<file path="src/rtl/ifm_pkg.sv">
package ifm_pkg;

    typedef struct packed {
        logic [31:0] bottom_sample;
        logic        last_of_set;
    } t_in;

    typedef struct packed {
        logic [31:0] min_sample;
        logic [1:0]  status;
    } t_out;

    localparam logic [1:0] ST_OK   = 2'd0;
    localparam logic [1:0] ST_NONE = 2'd1;
    localparam logic [1:0] ST_OVER = 2'd2;

    localparam logic [31:0] ALL_ONES = 32'hFFFF_FFFF;

    typedef enum logic [3:0] {
        S_IDLE,
        S_SCAN,
        S_WAIT,
        S_UPD,
        S_DIFF,
        S_TRIPLE,
        S_RHS,
        S_MSCAN,
        S_MWAIT,
        S_DONE
    } t_state;

    // control group from the sequencer to the radix selector
    typedef struct packed {
        logic init;
        logic dv;
        logic upd;
    } t_sel_ctl;

endpackage

</file>
<file path="src/rtl/ifm_select.sv">
// Radix selection of three order statistics at once, one bit per pass.
module ifm_select #(
    parameter int CW = 10
) (
    input  logic              i_clk,
    input  logic              i_rst_n,
    input  ifm_pkg::t_sel_ctl i_ctl,
    input  logic [CW-1:0]     i_k [3],
    input  logic [31:0]       i_data,
    output logic [31:0]       o_q [3],
    output logic              o_last_bit
);

    logic [CW-1:0] r_k [3];
    logic [CW-1:0] r_c [3];
    logic [31:0]   r_p [3];
    logic [31:0]   r_mask;
    logic [31:0]   r_bsel;

    always_ff @(posedge i_clk) begin
        if (!i_rst_n) begin
            r_bsel <= 32'h8000_0000;
            r_mask <= '0;
        end else if (i_ctl.init) begin
            r_bsel <= 32'h8000_0000;
            r_mask <= '0;
        end else if (i_ctl.upd) begin
            r_bsel <= {1'b0, r_bsel[31:1]};
            r_mask <= {1'b1, r_mask[31:1]};
        end
    end

    for (genvar j = 0; j < 3; j++) begin : g_q
        logic w_match;
        assign w_match = (((i_data ^ r_p[j]) & r_mask) == '0) && ((i_data & r_bsel) == '0);

        always_ff @(posedge i_clk) begin
            if (i_ctl.init) begin
                r_k[j] <= i_k[j];
                r_p[j] <= '0;
                r_c[j] <= '0;
            end else if (i_ctl.upd) begin
                if (r_k[j] >= r_c[j]) begin
                    r_p[j] <= r_p[j] | r_bsel;
                    r_k[j] <= r_k[j] - r_c[j];
                end
                r_c[j] <= '0;
            end else if (i_ctl.dv && w_match) begin
                r_c[j] <= r_c[j] + 1'b1;
            end
        end

        assign o_q[j] = r_p[j];
    end

    assign o_last_bit = r_bsel[0];

endmodule

</file>
<file path="config.mk">
export PLATFORM = sky130hd
export DESIGN_NAME = ifm_select
export DESIGN_NICKNAME = d
export VERILOG_FILES = /design/src/rtl/ifm_pkg.sv /design/src/rtl/ifm_select.sv
export SDC_FILE = /design/constraint.sdc
export NUM_CORES = 1
export LEC_CHECK = 0
export BUFFER_PORTS_ARGS = -buffer_cell sky130_fd_sc_hd__buf_2
export CAP_MARGIN = 10
export CORE_MARGIN = 8
export CORE_UTILIZATION = 30
export DETAILED_ROUTE_END_ITERATION = 12
export GPL_ROUTABILITY_DRIVEN = 0
export PLACE_DENSITY = 0.47
export SETUP_SLACK_MARGIN = 0.15
export SLEW_MARGIN = 25
export SYNTH_ARGS = -nofsm -noshare
export SYNTH_HDL_FRONTEND = slang
export SYNTH_SLANG_ARGS = --single-unit
</file>
<file path="constraint.sdc">
create_clock -name i_clk -period 8.6 [get_ports i_clk]
set_input_delay 1.72 -clock i_clk [delete_from_list [all_inputs] [get_ports i_clk]]
set_output_delay 1.72 -clock i_clk [all_outputs]
set_load 0.05 [all_outputs]
</file>
==> summary.txt <==
Run status
  – Outcome: complete, no violations

Clock network
  – CTS tree: yes
  – Number of H-tree levels: 1
  – CTS Buf Count: 27
  – Clock Sinks: between 200 and 250
  – Clock tree buffer depth: 3
  – Clock Pin Slew Worst Setup and Hold Paths: approximately 0.060 ns
  – Hold_buf cts: 0
  – Post-CTS Resized: 0
  – Post-CTS setup repair buffer count: 0
  – Root Buffer: clkbuf_16
  – Clock latency on the worst-skew pair: 0.57 ns

Global routing
  – Initial antenna violation count: 4
  – Vias in the first global route: about 8.7k
  – Global-route wire length before repair: roughly 57000 um
  – Total track usage: 16.7%
  – Total gr overflow: 0
  – Pin count of the biggest net entering global routing: between 60 and 70

Routing
  – Vias/cell: 4.89
  – Initial drt markers: between 500 and 600
  – WL final: about 38000 um
  – WL/cell: 21.8 um
  – Via count: ~8.7k
  – Routed Antenna Nets: 0
  – # DRC: 0
  – Pre-antenna DRT Iters: 5

Min path
  – Hold path cells: 2
  – HP Start: r_mask[31]
  – Worst Hold End: r_mask[31]
  – Worst hold path type: reg -> reg

Finish
  – FILL cells: a little under 4k
  – Syn-to-layout area delta: 20.6%
  – Layout cells sized above 1: a little over a fifth
  – Register area: roughly 6000 um2
  – Commonest non-fill, non-tap cell in the layout: nor2_1
  – Nets: around 1.3k
  – Footprint of the multi-input gates: roughly 5300 um2
  – Final instance area: roughly 14000 um2
  – Most frequent cells in the layout: 225 x nor2_1, 162 x buf_2, 156 x edfxtp_1

STA
  – Slew margin rel.: between 40% and 50%
  – Final Hold Viols: 0
  – Clock skew: around 0.025 ns
  – Fin Setup TNS: 0 ns
  – Fin crit period: about 4.2 ns
  – Highest clock rate: 239 MHz
  – RSZ-0062 raised after global routing: no
  – Setup ws final: around 4.4 ns
  – Setup violations, final: 0
  – Pins Over Slew Limit: 0
  – Final period utilization: 48.7%
  – Tightest Pin Transition: 0.828 ns

Place
  – Buffers on Ports: between 150 and 200
  – Place WS: about 3.8 ns
  – Placed Area: between 10000 and 15000 um2
  – Hpwl dp: 28500 um

Yosys
  – Synth warnings: 0
  – Synth cell types: just under 60
  – Largest area contributor in the netlist: edfxtp_1
  – Synthesized cell area: 11600 um2
  – Sequential share of the synthesized area: about half
  – Ys async rst share: 0%
  – Synth Flop Type: edfxtp_1
  – Syn nets: ~1.2k
  – FF+latch count, synth: 220
  – Synth top area share: between 40% and 50%
  – Cells after synthesis: between 1k and 1.5k
  – Syn avg cell area: between 10 and 15 um2
  – Top cells by area, synth: edfxtp_1 40%, dfxtp_1 11%, xor2_1 7.6%
  – Post-synth EDFFs: between 150 and 200

Setup path
  – Reg-to-reg slack, setup: 5.06 ns
  – Instance count on the critical path: 6
  – CP top delay family: simple AND/OR/NAND/NOR gates
  – Critical path cell sequence: buf_6 > nor2_1 > nand4_1 > or4_4 > or4_4 > nand2_1
  – Crit path kind: in -> reg
  – Critical path's largest stage delay: 0.71 ns
  – Crit path buf inv count: 1
  – Startpoint Class: primary input
  – Reg-to-Reg End: r_p[1][8]
  – Critical path arrival: between 4 and 5 ns
  – RR Startpoint: r_c[1][0]
  – Crit path max-delay cell type: or4_4
  – CP required: roughly 8.8 ns
  – Most used cell, CP: or4_4
  – Highest net fanout along the worst path: 66
  – CP endpoint kind: flop
  – R2R cell count: 8

Floorplan
  – Initial Util: between 30% and 40%
  – Die W: around 210 um
  – Num ports: approximately 160
  – Die height: 212 um
  – Total die area: ~45000 um2
  – Core Footprint: around 38000 um2
  – Site row count: 72

Pwr
  – Sequential share of power: about two fifths
  – Sw frac: approximately a third
  – Internal: 2230 uW
  – Clock Power Share: between 30% and 40%
  – Lkg Pwr: between 0.005 and 0.006 uW
  – Net Sw Power: around 1200 uW
  – Worst VDD drop: around 0.16 mV
  – Power Density: between 200 and 250 nW/um2
  – Comb power frac: 24.6%

Job
  – # Max-Cap Violations: 0
-- layer usage --
layer | GRT usage (%) | wire (um) | up-vias
met5 | 0 | 27 | -
met4 | 5.12 | 1220 | 4
met3 | 3.83 | 2300 | 61
met2 | 27.0 | 17900 | 256
met1 | 22.0 | 17000 | 4197
li1 | - | - | 4141
-- metrics by stage --
| step | power, uW | utilization [%] | hold slack, ns | cells |
|---|---|---|---|---|
| 2_1_floorplan | 1960 | - | 0.483 | 1060 |
| 4_1_cts | 3450 | 36.3 | 0.538 | 1766 |
| 3_5_place_dp | 2240 | 33.9 | 0.527 | 1716 |
| 3_3_place_gp | 2230 | 33.9 | 0.517 | 1716 |
| 5_1_grt | 3560 | 36.3 | 0.600 | 1766 |
| 6_report | 3410 | 36.4 | 0.535 | 1769 |
-- power groups by stage --
stage | Clock, uW | Combinational [uW] | Sequential, uW
floorplan | 0 | 370 | 1590
global route | 1280 | 908 | 1380
finish | 1210 | 841 | 1370
CTS | 1230 | 853 | 1370
detailed placement | 0 | 850 | 1390
global placement | 0 | 847 | 1390
-- cell usage after synthesis, drive strengths merged (3+ instances only) --
library cell	n
nand3	11
or3	4
a221oi	15
xor2	101
inv	50
a22oi	33
nor2	243
xnor2	37
nand4	23
clkbuf	19
or4	4
o31ai	3
a21boi	3
edfxtp	156
ha	33
nor3	7
buf	12
dfxtp	64
nor2b	5
nand2b	3
a22o	15
fa	3
o21a	38
mux2	16
nor4	3
o21ai	19
a31oi	3
a21oi	19
nand2	24
mux2i	67
-- cell families after synthesis --
logic type               synth area share (%)
AO/OA/AOI/OAI                            10.6
XOR/XNOR                                 10.4
adder cells (fa/ha/maj)                  4.09
buffers and inverters                    2.83
flip-flops                               51.6
multiplexers                             7.35
AND/OR/NAND/NOR                          13.1
-- how the worst max path moves through the flow --
stage               startpoint   endpoint  slack [ns]
detailed placement    i_ctl[0]  r_c[2][3]        3.82
finish                i_ctl[0]  r_c[0][3]        4.41
global placement      i_ctl[0]  r_c[0][0]        3.69
floorplan             i_ctl[0]  r_k[2][0]        2.77
CTS                   i_ctl[0]  r_c[2][3]        4.38
global route          i_ctl[0]  r_c[2][3]        4.23
-- final cells by class --
cell class              instances  share of cell area, %
multi-input cells             759                   38.2
diodes                          3                 0.0538
repair buffers                169                   6.21
inverters                      50                   1.35
flip-flops and latches        220                   42.8
clock buffers                  34                   5.47
well taps                     518                   4.65
clock inverters                16                   1.27
-- registers in the layout (all words and copies together), names as in the netlist --
| signal | count |
|---|---|
| r_p | 96 |
| r_mask | 32 |
| r_bsel | 32 |
| r_k | 30 |
| r_c | 30 |
-- worst register-to-register path: stages (launching register included) --
cell,delay [ns]
edfxtp_1,0.49
ha_1,0.26
fa_1,0.41
nand2b_1,0.17
a21oi_1,0.30
o21ai_0,0.31
a311o_1,0.35
nand2_2,0.33
buf_4,0.53
Power figures use the tool's default switching activity.
